`config.mk`:
```
export PLATFORM = sky130hd
export DESIGN_NAME = link_reconnect_backoff_fsm
export DESIGN_NICKNAME = d
export VERILOG_FILES = /design/src/design/lrb_pkg.sv /design/src/design/lrb_cfg.sv /design/src/design/lrb_core.sv /design/src/design/link_reconnect_backoff_fsm.sv
export SDC_FILE = /design/constraint.sdc
export NUM_CORES = 1
export LEC_CHECK = 0
export BUFFER_PORTS_ARGS = -buffer_cell sky130_fd_sc_hd__buf_4
export CAP_MARGIN = 5
export CORE_MARGIN = 4
export CORE_UTILIZATION = 55
export CTS_CLUSTER_SIZE = 8
export DETAILED_ROUTE_END_ITERATION = 8
export PLACE_DENSITY_LB_ADDON = 0.15
export REMOVE_ABC_BUFFERS = 1
export SETUP_SLACK_MARGIN = 0.02
export SLEW_MARGIN = 20
export SYNTH_ARGS = -nofsm -noshare
export SYNTH_HDL_FRONTEND = slang
export SYNTH_SLANG_ARGS = --single-unit
```
`constraint.sdc`:
```
create_clock -name aclk -period 7.4 [get_ports aclk]
set_input_delay 0.37 -clock aclk [delete_from_list [all_inputs] [get_ports aclk]]
set_output_delay 0.37 -clock aclk [all_outputs]
set_load 0.005 [all_outputs]
```
`src/design/lrb_pkg.sv`:
```
// shared types, state codes and register indexes for the link reconnect supervisor
// no dependencies
`default_nettype none

package lrb_pkg;

    localparam int unsigned STATE_W = 3;
    localparam int unsigned DELAY_W = 31;
    localparam int unsigned TIME_W  = 32;
    localparam int unsigned ADDR_W  = 2;

    localparam logic [STATE_W-1:0] ST_DISCONNECTED = 3'd0;
    localparam logic [STATE_W-1:0] ST_CONNECTING   = 3'd1;
    localparam logic [STATE_W-1:0] ST_CONNECTED    = 3'd2;
    localparam logic [STATE_W-1:0] ST_BACKOFF      = 3'd3;
    localparam logic [STATE_W-1:0] ST_NOCREDS      = 3'd4;

    localparam logic [ADDR_W-1:0] REG_CREDENTIALS   = 2'd0;
    localparam logic [ADDR_W-1:0] REG_INITIAL_DELAY = 2'd1;
    localparam logic [ADDR_W-1:0] REG_MAX_DELAY     = 2'd2;
    localparam logic [ADDR_W-1:0] REG_TIMEOUT       = 2'd3;

    localparam logic               CMD_START          = 1'b1;
    localparam logic [DELAY_W-1:0] INITIAL_DELAY_RST  = 31'd1000;
    localparam logic [DELAY_W-1:0] MAX_DELAY_RST      = 31'd30000;
    localparam logic [TIME_W-1:0]  TIMEOUT_RST        = 32'd15000;

    typedef struct packed {
        logic               credentials_present;
        logic [DELAY_W-1:0] initial_retry_delay_ms;
        logic [DELAY_W-1:0] max_retry_delay_ms;
        logic [TIME_W-1:0]  connect_timeout_ms;
    } cfg_t;

    typedef struct packed {
        logic              cmd;
        logic [TIME_W-1:0] now_ms;
        logic              link_up;
    } item_t;

    typedef struct packed {
        logic [STATE_W-1:0] link_state;
        logic               start_attempt;
        logic               drop_link;
        logic [DELAY_W-1:0] retry_delay_ms;
    } result_t;

endpackage

`default_nettype wire

```
`src/design/lrb_cfg.sv`:
```
// configuration register bank of the link reconnect supervisor
// depends on lrb_pkg
`default_nettype none

module lrb_cfg (
    input  wire logic                         aclk,
    input  wire logic                         aresetn,
    input  wire logic                         cfg_wr_en,
    input  wire logic [lrb_pkg::ADDR_W-1:0]   cfg_addr,
    input  wire logic [lrb_pkg::TIME_W-1:0]   cfg_wdata,
    output lrb_pkg::cfg_t                     cfg
);

    lrb_pkg::cfg_t cfg_reg;

    always_ff @(posedge aclk) begin
        if (!aresetn) begin
            cfg_reg.credentials_present    <= 1'b0;
            cfg_reg.initial_retry_delay_ms <= lrb_pkg::INITIAL_DELAY_RST;
            cfg_reg.max_retry_delay_ms     <= lrb_pkg::MAX_DELAY_RST;
            cfg_reg.connect_timeout_ms     <= lrb_pkg::TIMEOUT_RST;
        end else if (cfg_wr_en) begin
            case (cfg_addr)
                lrb_pkg::REG_CREDENTIALS: begin
                    cfg_reg.credentials_present <= cfg_wdata[0];
                end
                lrb_pkg::REG_INITIAL_DELAY: begin
                    cfg_reg.initial_retry_delay_ms <= cfg_wdata[lrb_pkg::DELAY_W-1:0];
                end
                lrb_pkg::REG_MAX_DELAY: begin
                    cfg_reg.max_retry_delay_ms <= cfg_wdata[lrb_pkg::DELAY_W-1:0];
                end
                lrb_pkg::REG_TIMEOUT: begin
                    cfg_reg.connect_timeout_ms <= cfg_wdata;
                end
                default: begin
                end
            endcase
        end
    end

    assign cfg = cfg_reg;

endmodule

`default_nettype wire

```
`src/design/lrb_core.sv`:
```
// link state machine with backoff delay; computes one result per word and updates state
// depends on lrb_pkg
`default_nettype none

module lrb_core (
    input  wire logic            aclk,
    input  wire logic            aresetn,
    input  wire logic            advance,
    input  wire lrb_pkg::item_t  item,
    input  wire lrb_pkg::cfg_t   cfg,
    output lrb_pkg::result_t     result
);

    logic [lrb_pkg::STATE_W-1:0] state_reg, state_next;
    logic [lrb_pkg::TIME_W-1:0]  last_attempt_reg, last_attempt_next;
    logic [lrb_pkg::TIME_W-1:0]  attempt_start_reg, attempt_start_next;
    logic [lrb_pkg::DELAY_W-1:0] delay_reg, delay_next;

    logic [lrb_pkg::TIME_W-1:0]  since_last;
    logic [lrb_pkg::TIME_W-1:0]  since_start;
    logic [lrb_pkg::TIME_W-1:0]  doubled;
    logic [lrb_pkg::DELAY_W-1:0] capped;
    logic                        start;
    logic                        drop;

    assign since_last  = item.now_ms - last_attempt_reg;
    assign since_start = item.now_ms - attempt_start_reg;
    assign doubled     = {delay_reg, 1'b0};
    assign capped      = (doubled < {1'b0, cfg.max_retry_delay_ms})
                         ? doubled[lrb_pkg::DELAY_W-1:0] : cfg.max_retry_delay_ms;

    always_comb begin
        state_next         = state_reg;
        last_attempt_next  = last_attempt_reg;
        attempt_start_next = attempt_start_reg;
        delay_next         = delay_reg;
        start              = 1'b0;
        drop               = 1'b0;
        if (item.cmd == lrb_pkg::CMD_START) begin
            drop = 1'b1;
            if (!cfg.credentials_present) begin
                state_next = lrb_pkg::ST_NOCREDS;
            end else begin
                attempt_start_next = item.now_ms;
                state_next         = lrb_pkg::ST_CONNECTING;
                start              = 1'b1;
            end
        end else begin
            case (state_reg)
                lrb_pkg::ST_CONNECTED: begin
                    if (!item.link_up) begin
                        state_next        = lrb_pkg::ST_DISCONNECTED;
                        delay_next        = cfg.initial_retry_delay_ms;
                        last_attempt_next = item.now_ms;
                    end
                end
                lrb_pkg::ST_DISCONNECTED, lrb_pkg::ST_BACKOFF: begin
                    if (since_last >= {1'b0, delay_reg}) begin
                        attempt_start_next = item.now_ms;
                        state_next         = lrb_pkg::ST_CONNECTING;
                        start              = 1'b1;
                    end
                end
                lrb_pkg::ST_CONNECTING: begin
                    if (item.link_up) begin
                        state_next = lrb_pkg::ST_CONNECTED;
                    end else if (since_start >= cfg.connect_timeout_ms) begin
                        drop              = 1'b1;
                        state_next        = lrb_pkg::ST_BACKOFF;
                        last_attempt_next = item.now_ms;
                        delay_next        = capped;
                    end
                end
                default: begin
                end
            endcase
        end
    end

    always_ff @(posedge aclk) begin
        if (!aresetn) begin
            state_reg         <= lrb_pkg::ST_DISCONNECTED;
            last_attempt_reg  <= '0;
            attempt_start_reg <= '0;
            delay_reg         <= lrb_pkg::INITIAL_DELAY_RST;
        end else if (advance) begin
            state_reg         <= state_next;
            last_attempt_reg  <= last_attempt_next;
            attempt_start_reg <= attempt_start_next;
            delay_reg         <= delay_next;
        end
    end

    assign result.link_state     = state_next;
    assign result.start_attempt  = start;
    assign result.drop_link      = drop;
    assign result.retry_delay_ms = delay_next;

endmodule

`default_nettype wire

```
`src/design/link_reconnect_backoff_fsm.sv`:
```
// top level of the link reconnect supervisor: input word register, core, result register
// depends on lrb_pkg, lrb_cfg and lrb_core
//
// Input words (s_cmd, s_now_ms, s_link_up) arrive on a valid/ready channel; each
// one is either a start command or a periodic tick. Every word yields exactly one
// result word on the m_ channel: the link state after the word, attempt-start and
// link-drop flags, and the current retry delay.
// The configuration port writes one register per cycle with cfg_wr_en high. The
// user must write it only while the block is idle; the block does not enforce this.
// A write made while idle takes effect on the next word. An accepted word sits in
// the input register, then passes through the state update into the result register.
// Throughput is one word per cycle while m_ready stays high, bounded by the single
// state update per cycle. Reset (aresetn low, synchronous) empties both registers,
// returns the link to disconnected with the 1000 ms default delay and loads the
// default registers. When the receiver stalls, the result register holds its word,
// the input register holds one more, and s_ready drops until m_ready returns.
`default_nettype none

module link_reconnect_backoff_fsm (
    input  wire logic                          aclk,
    input  wire logic                          aresetn,
    input  wire logic                          s_valid,
    output wire logic                          s_ready,
    input  wire logic                          s_cmd,
    input  wire logic [lrb_pkg::TIME_W-1:0]    s_now_ms,
    input  wire logic                          s_link_up,
    output wire logic                          m_valid,
    input  wire logic                          m_ready,
    output wire logic [lrb_pkg::STATE_W-1:0]   m_link_state,
    output wire logic                          m_start_attempt,
    output wire logic                          m_drop_link,
    output wire logic [lrb_pkg::DELAY_W-1:0]   m_retry_delay_ms,
    input  wire logic                          cfg_wr_en,
    input  wire logic [lrb_pkg::ADDR_W-1:0]    cfg_addr,
    input  wire logic [lrb_pkg::TIME_W-1:0]    cfg_wdata
);

    lrb_pkg::cfg_t    cfg;
    lrb_pkg::item_t   item_reg;
    lrb_pkg::result_t result;
    lrb_pkg::result_t result_reg;
    logic             in_valid_reg;
    logic             out_valid_reg;
    logic             advance;
    logic             accept;

    assign advance = in_valid_reg && (!out_valid_reg || m_ready);
    assign s_ready = !in_valid_reg || advance;
    assign accept  = s_valid && s_ready;

    lrb_cfg u_cfg (
        .aclk      (aclk),
        .aresetn   (aresetn),
        .cfg_wr_en (cfg_wr_en),
        .cfg_addr  (cfg_addr),
        .cfg_wdata (cfg_wdata),
        .cfg       (cfg)
    );

    lrb_core u_core (
        .aclk    (aclk),
        .aresetn (aresetn),
        .advance (advance),
        .item    (item_reg),
        .cfg     (cfg),
        .result  (result)
    );

    // input word register
    always_ff @(posedge aclk) begin
        if (!aresetn) begin
            in_valid_reg <= 1'b0;
        end else if (s_ready) begin
            in_valid_reg <= s_valid;
        end
    end

    always_ff @(posedge aclk) begin
        if (accept) begin
            item_reg.cmd     <= s_cmd;
            item_reg.now_ms  <= s_now_ms;
            item_reg.link_up <= s_link_up;
        end
    end

    // result register
    always_ff @(posedge aclk) begin
        if (!aresetn) begin
            out_valid_reg <= 1'b0;
        end else if (advance) begin
            out_valid_reg <= 1'b1;
        end else if (m_ready) begin
            out_valid_reg <= 1'b0;
        end
    end

    always_ff @(posedge aclk) begin
        if (advance) begin
            result_reg <= result;
        end
    end

    assign m_valid          = out_valid_reg;
    assign m_link_state     = result_reg.link_state;
    assign m_start_attempt  = result_reg.start_attempt;
    assign m_drop_link      = result_reg.drop_link;
    assign m_retry_delay_ms = result_reg.retry_delay_ms;

endmodule

`default_nettype wire

```
# After elaboration in Yosys (flattened, before gate mapping)
# Cells that the tools add are included.
# classes
reduce_logical,19
n_lt_le_gt_ge,3
n_eq_ne,10
addsub,2
n_bitwise,1
mux,30
# ops
operator,n
32-bit two-way mux,7
31-bit two-way mux,5
32-bit case mux with 2 select lines,1
32-bit subtractor,2
31-bit case mux with 2 select lines,1
32-bit by 31-bit greater-or-equal comparator with 1-bit output,1
32-bit greater-or-equal comparator,1
32-bit by 31-bit < comparator with 1-bit output,1
3-bit two-way mux,6
1-bit two-way mux,9
3-bit case mux with 3 select lines,1
2-bit AND reduction,4
2-bit nonzero test,4
"3-bit by 2-bit equality test with 1-bit output, second input constant",2
6-bit AND reduction,1
"2-bit equality test, second input constant",2
"2-bit by 1-bit != test with 1-bit output, second input constant",2
"2-bit != test, second input constant",2
4-bit AND reduction,1
"3-bit by 1-bit equality test with 1-bit output, second input constant",1
3-bit zero test,1
"2-bit by 1-bit equality test with 1-bit output, second input constant",1
1-bit logical AND,2
1-bit zero test,2
4 further kinds,5
# totals
regBits,265
input_bits,73
output_inout_bits,38
word_cells,82

# Longest topological paths before layout
# Gate-level depths: netlist of run 1.
# depth
depth_word,6
ltp_mapped,24
ltp_nobuf,22

# Modules after synthesis
# A second synthesis of run 1 with hierarchy kept.
# hier_totals
hier_cells,1781
area_unflattened_um2,16131.7
# by_module_without_submodules
module,instances,area_each_um2,seq_area_each_um2,cells_per_inst
lrb_core,1,10172.3,1961.9,1338
lrb_cfg,1,3753.6,1901.8,364
link_reconnect_backoff_fsm,1,2205.9,2142.1,79

# Worst setup path before layout of run 1
# No wires, ideal clock.
# synth_timing
path_kind,register to register
start,reg item_reg[1] (netlist name)
end,reg result_reg (netlist bit m_retry_delay_ms[3]) (data pin)
required_ns,7.136
n_path_buf,2
path_stages_with_launch,24
path_slack_ns,2.506
synth_period_minus_slack_ns,4.894
setup_ns,0.264
arrival_time_ns,4.629
path_cell_list,edfxtp_1 -> inv_1 -> ha_1 -> inv_1 -> fa_1 -> a21oi_1 -> o2111ai_1 -> a21oi_1 -> nor2_1 -> a311o_1 -> a211o_1 -> a21oi_1 -> xnor2_1 -> ha_1 -> nand4_1 -> or4_1 -> a211o_1 -> o22ai_2 -> nor3b_1 -> buf_2 -> nor2_1 -> buf_2 -> a22oi_1 -> o21ai_0
# synth_lines
item,line_no,rtl
from (decl),link_reconnect_backoff_fsm.sv:39,lrb_pkg::item_t item_reg;
to (signal assigned),link_reconnect_backoff_fsm.sv:99,result_reg <= result;
to (decl),link_reconnect_backoff_fsm.sv:41,lrb_pkg::result_t result_reg;

==> results.cfg, run 1 <==
[setup_path]
critPathKind = flip-flop to flip-flop
crit_path_end_kind = flip-flop
r2r_cells = 19
crit_chain = ha_1, o21ai_0, a211oi_1, o31ai_1, a21boi_0, a31oi_1, o31ai_1, a21o_1, a21oi_1, xnor2_1, ha_1, nand4_1, or4_1, a211o_1, o22ai_2, nor3b_2, nor2_1, a22oi_1, o21ai_0
crit_required_ps = 7650
r2r-start = item_reg[5]
critPathArrivalTime_ps = 6100
cp-startpoint = item_reg[5]
setup.worst_path.start_class = flip-flop
max_stage_delay_ps = 560
path_max_fanout = 14
slowest_stage = a21boi_0

[outcome]
outcome = finished clean

[finish]
stdcell_area_um2 = 18100
fin_nets = 2171
synthToLayoutAreaGrowth_pct = 13.6
largest_reg_flops = 95
n_antenna_cell = 0
drive_gt1_share_pct = 10.1

[pwr]
design_power_total_uw = 4020
power_leakage_uw = 0.00705
p_comb_share_pct = 19.3
pwr_density_cell_nw_per_um2 = 221
intPower_uw = 2880
netSwitchingFraction_pct = 28.3
netSwitchingPower_uw = 1140
peakVddDrop_mv = 0.177
clockPowerShare_pct = 40.8
pwr-share-seq_pct = 39.9

[floorplan]
dieArea_um2 = 31800
die_w_um = 178
die_y_um = 178
core_area_um2 = 28700
num_rows = 62
start_util_pct = 55.6
ios = 111

[timing]
finalSetupViolCount = 0
clock.fmax_mhz = 171
rsz0062_at_grt = false
slew_headroom_pct = 28.3
drv_slew = 0
timing.final.crit_share_pct = 79.0
tightest_slew_ps = 1070
fin_skew_ps = 23.7
min_period_ps = 5840
holdWs_ps = 28.9
layout_setup_ws_ps = 1560
tns_ps = 0
final_hold_viol_count = 0

[global_route]
antenna_found_initial = 0
grt_overflow = 0
grt_pass1_wl_um = 63700
grt_max_degree = 132
grt_pass1_vias = 12200
track_usage_pct = 24.6

[yosys]
synth_warnings = 0
synth_ff_type = dfxtp_1
synth_area_um2 = 16000
ys_seq_elements = 265
netlist_instances = 1861
yosys.area.top_type = dfxtp_1
async_reset_ff_share_pct = 0
ys_types = 66
yosysTopAreaCellShare_pct = 24.4
synth_area_leaders = dfxtp_1, edfxtp_1, ha_1
yosysSeqAreaShare_pct = 37.6
synth-edff-count = 70
syn_area_per_cell_um2 = 8.58

[clocking]
cts_hold_buf = 0
cts_resized = 0
clockBufferDepth = 3
cts_sinks = 265
cts_root_buf = clkbuf_16
insertion_delay_ps = 520
cts-htree-levels = 2
cts.clk_slew.worst_paths_ps = 50
cts_buffers = 39
cts_tree = built
post-cts-setup-buffers = 0

[placed_design]
dp_slack_ps = 1590
port_buffers = 110
hpwl_um = 28500
gp_congestion = 0.912
postPlaceCellArea_um2 = 17000

[run]
cap_violations = 0

[detailed_routing]
drtIter0Drc = 1224
wl_per_cell_um = 16.9
post-route-drc-count = 0
vias = 13200
final_antenna_net_count = 0
vias_per_cell = 5.61
routed_wl_um = 39600
first_pass_iters = 5

[hold_path]
hp-start = s_now_ms[31]
whs_path_depth = 1
hold_class = input port to flip-flop
-- synth_stat cells, types with 4 or more instances --
library cell	count
a21o_1	39
ha_1	155
nor2_1	113
o21ai_1	25
a211oi_1	12
and3_1	10
o2111ai_1	4
a21oi_1	113
mux2i_1	80
clkbuf_1	57
nand4_1	13
nor2b_1	48
buf_1	7
a31oi_1	10
nand3_1	61
o21a_1	21
o21ai_2	10
xor2_1	17
inv_1	163
nor3b_1	5
or3_1	6
a21boi_0	76
dfxtp_1	195
edfxtp_1	70
a211o_1	4
nand2_1	276
o21ai_0	96
buf_6	9
o211ai_1	28
xnor2_1	37
a22oi_1	7
nor3_1	10
o21bai_1	4
buf_2	11
or2_2	5
nand2b_1	15
-- metal layers --
layer  routed length [um]  share of wire [%]  global-route usage [%]  vias to the layer above
met4                  602                1.5                    4.89                        0
met1                19400                 49                    37.1                     6155
met5                    0                  0                       0                        -
li1                     -                  -                       -                     6617
met3                 2470                6.2                    3.07                       41
met2                17200                 43                    37.9                      368
-- cells in the final DEF (no fill, tap or decap), types with 6 or more instances in the layout --
master and instances:
a211oi_1 12, a21boi_0 76, a21o_1 39, a21oi_1 113, a22oi_1 7, a31oi_1 9
and3_1 10, buf_4 122, clkbuf_1 22, clkbuf_16 39, dfxtp_1 195, edfxtp_1 70
ha_1 155, inv_1 163, mux2i_1 80, nand2_1 276, nand2b_1 15, nand3_1 60
nand4_1 13, nor2_1 110, nor2b_1 48, nor3_1 10, o211ai_1 28, o21a_1 21
o21ai_0 96, o21ai_1 25, o21ai_2 10, or3_1 6, xnor2_1 37, xor2_1 17
-- area by class of cell --
cell class	instances	area, um^2
Tap cell	384	480
Clock buffer	63	1090
Clock inverter	3	37.5
Multi-Input combinational cell	1348	9000
Timing Repair Buffer	123	927
Fill cell	2481	10600
Inverter	164	616
Sequential cell	265	6010
-- worst paths after layout --
kind	to	slack [ps]
worst min register to register	u_core.attempt_start_reg[12]	450
worst min-delay path	item_reg[32]	30
worst max register to register	m_retry_delay_ms[5]	1560
worst max-delay path	m_retry_delay_ms[5]	1560
-- critical path, delay by kind of cell (launching register included) --
family                     cells  cell delay (ps)
AOI/OAI and AO/OA             12             2930
xor gates and xnor gates       1              130
adders and majority gates      2              690
DFF                            1              420
and+or+nand+nor                4             1400
-- kinds of logic (layout without fill, tap and decap cells) --
family | after synthesis | count (layout) | synth area share [%]
and+or+nand+nor | 577 | 577 | 16.1
AOI/OAI and AO/OA | 479 | 479 | 19.5
DFF | 265 | 265 | 37.6
buffers and inverters | 248 | 353 | 6.34
adders and majority gates | 157 | 157 | 12.4
muxes | 81 | 81 | 5.08
xor gates and xnor gates | 54 | 54 | 2.96
-- power groups by stage --
stage                     logic [uW]  registers, uW  clock network (uW)
after detailed placement         767           1630                   0
after CTS                        772           1600                1660
final                            775           1600                1640
after floorplan                  540           1620                   0
after global routing             870           1610                1730
after global placement           749           1630                   0
-- stage by stage --
stage,cells,utilization [%]
final,2350,63.2
after global routing,2350,63.2
after CTS,2350,63.2
after detailed placement,2284,59.3
after global placement,2284,59.3
after floorplan,1777,-
(Power assumes the default switching activity.)
==> run 2: changes to the inputs <==
--- a/config.mk
+++ b/config.mk
@@ -5,6 +5,7 @@
 export SDC_FILE = /design/constraint.sdc
 export NUM_CORES = 1
 export LEC_CHECK = 0
+export ABC_AREA = 1
 export BUFFER_PORTS_ARGS = -buffer_cell sky130_fd_sc_hd__buf_4
 export CAP_MARGIN = 5
 export CORE_MARGIN = 4
==> constraint.sdc (replaced) <==
create_clock -name aclk -period 5.2 [get_ports aclk]
set_input_delay 0.26 -clock aclk [delete_from_list [all_inputs] [get_ports aclk]]
set_output_delay 0.26 -clock aclk [all_outputs]
set_load 0.005 [all_outputs]
==> results.cfg, run 2 <==
[floorplan]
core_area_um2 = 29600
num_rows = 63
ios = 111
die_y_um = 181
dieArea_um2 = 32800
die_w_um = 181
start_util_pct = 55.7

[finish]
synthToLayoutAreaGrowth_pct = 16.2
fin_nets = 2568
n_antenna_cell = 0
stdcell_area_um2 = 19100
final_common_cell = nand2_1
final.fill_count = 2643
layout_common_cells = nand2_1, inv_1, a21oi_1
register_area_um2 = 6010
drive_gt1_share_pct = 12.3
final_cells = 2756
multiInputGateArea_um2 = 9040
largest_reg_flops = 95

[setup_path]
crit_path_end_kind = flip-flop
r2r-end = m_retry_delay_ms[27]
r2r-start = item_reg[1]
max_stage_delay_ps = 400
path_max_fanout = 20
r2r_cells = 29
worst_path_most_repeated_cell = nand2_1
critPathArrivalTime_ps = 5100
critPathKind = flip-flop to flip-flop
slowest_stage = edfxtp_1
crit_required_ps = 5450
setup.worst_path.start_class = flip-flop
r2r_setup_slack_ps = 360

[timing]
min_period_ps = 4840
drv_slew = 0
layout_setup_ws_ps = 355
finalSetupViolCount = 0
slew_headroom_pct = 30.7
tightest_slew_ps = 1040
rsz0062_at_grt = false
clock.fmax_mhz = 206
timing.final.crit_share_pct = 93.2
fin_skew_ps = 17.3
tns_ps = 0
final_hold_viol_count = 0

[yosys]
synthTopCellsByCount = nand2_1, inv_1, a21oi_1
synth-edff-count = 70
ys_seq_elements = 265
synth_warnings = 0
yosysTopAreaCellShare_pct = 23.7
async_reset_ff_share_pct = 0
syn_area_per_cell_um2 = 7.46
yosysSeqAreaShare_pct = 36.5
yosys.area.top_type = dfxtp_1
netlist_instances = 2208
yosysMostFrequentCell = nand2_1
synth_area_um2 = 16500
synth_ff_type = dfxtp_1
synth_area_leaders = dfxtp_1, edfxtp_1, ha_1
ys_types = 48

[pwr]
netSwitchingPower_uw = 1920
intPower_uw = 4170
power_leakage_uw = 0.00843
pwr_density_cell_nw_per_um2 = 318
netSwitchingFraction_pct = 31.5
clockPowerShare_pct = 38.1
design_power_total_uw = 6090
p_comb_share_pct = 23.9
peakVddDrop_mv = 0.335
pwr-share-seq_pct = 38.0

[placed_design]
dpl.cell_count = 2647
gp_congestion = 0.915
dp_slack_ps = 199
postPlaceCellArea_um2 = 17600
hpwl_um = 33500
port_buffers = 110

[global_route]
track_usage_pct = 28.5
antenna_found_initial = 0
grt_pass1_wl_um = 77000
grt_overflow = 0
grt_pass1_vias = 14600
grt_max_degree = 72

[clocking]
cts_tree = built
insertion_delay_ps = 520
cts_sinks = 265
cts_buffers = 39
cts-htree-levels = 2
cts.clk_slew.worst_paths_ps = 50
cts_root_buf = clkbuf_16
clockBufferDepth = 3

[hold_path]
hp-start = cfg_wdata[24]
whs_path_depth = 3
min_to = u_cfg.cfg[87]
hold_class = input port to flip-flop

[detailed_routing]
drtIter0Drc = 1327
post-route-drc-count = 0
final_antenna_net_count = 0
vias = 15500
wl_per_cell_um = 17.4
vias_per_cell = 5.64
routed_wl_um = 47900
first_pass_iters = 6

[run]
cap_violations = 0

[outcome]
outcome = finished clean
==> run 2: changes by cell type in the layout (fill, tap and decap cells not counted), sizes merged, moves of 21 or more <==
| cell | previous run | this run |
|---|---|---|
| nand3 | 62 | 131 |
| o21ai | 131 | 226 |
| nand2 | 276 | 525 |
| xor2 | 17 | 38 |
| nor2b | 48 | 0 |
| dlygate4sd3 | 0 | 40 |
| a21oi | 113 | 269 |
| mux2i | 80 | 0 |
| a21o | 39 | 6 |
| inv | 164 | 271 |
| a21boi | 76 | 4 |
==> run 2: cell families after synthesis <==
logic type / synth area share [%]
buffers and inverters: 8.90
and+or+nand+nor: 21.1
adders and majority gates: 12.0
AOI/OAI and AO/OA: 18.4
DFF: 36.5
xor gates and xnor gates: 3.14
==> run 2: cell type report <==
cell class                      instances  area share (%)
Inverter                              274            5.39
Clock inverter                          2          0.0915
Sequential cell                       265            31.4
Tap cell                              390            2.55
Multi-Input combinational cell       1579            47.2
Timing Repair Buffer                  179            7.69
Clock buffer                           67            5.65
==> run 2: per-stage QoR <==
stage | utilization, % | hold WS, ps
global route | 64.7 | 20.6
global placement | 59.5 | 438
CTS | 64.6 | 1.31
finish | 64.7 | 12.1
floorplan | - | 344
detailed placement | 59.5 | 439
==> run 2: worst max path at each step <==
stage / endpoint / from
global route: u_core.delay_reg[8] / item_reg[9]
floorplan: u_core.last_attempt_reg[0] / item_reg[1]
global placement: m_retry_delay_ms[7] / item_reg[20]
finish: m_retry_delay_ms[27] / item_reg[1]
detailed placement: m_retry_delay_ms[27] / item_reg[1]
CTS: m_retry_delay_ms[27] / item_reg[1]
==> run 2: power by group through the flow <==
stage                     combinational [uW]  clock (uW)  sequential [uW]
after floorplan                          930           0             2330
after global placement                  1360           0             2350
after detailed placement                1400           0             2350
after CTS                               1430        2350             2310
after global routing                    1630        2440             2320
final                                   1460        2320             2310
==> run 2: repair_timing <==
action	CTS	global route
hold buffers	40	0
setup buffers	0	0
hold endpoints to repair	40	0
gates resized for setup	0	10
endpoints found under the setup margin	0	65
==> run 2: layer usage <==
metal  up-vias  routed length [um]  part of all wire (%)  GRT usage [%]
met4         0                1340                   2.8           8.74
met1      7187               21500                    45           40.6
li1       7625                   -                     -              -
met3       109                3820                   8.0           4.17
met5         -                   0                     0              0
met2       611               21200                    44           45.1
==> run 2: critical path: cells and delay by family, from the launching register on <==
kind,cells,cell delay (ps)
AO/OA/AOI/OAI,9,1530
AND/OR/NAND/NOR,14,1380
adder cells (fa/ha/maj),3,830
buffers and inverters,3,450
flip-flops,1,400
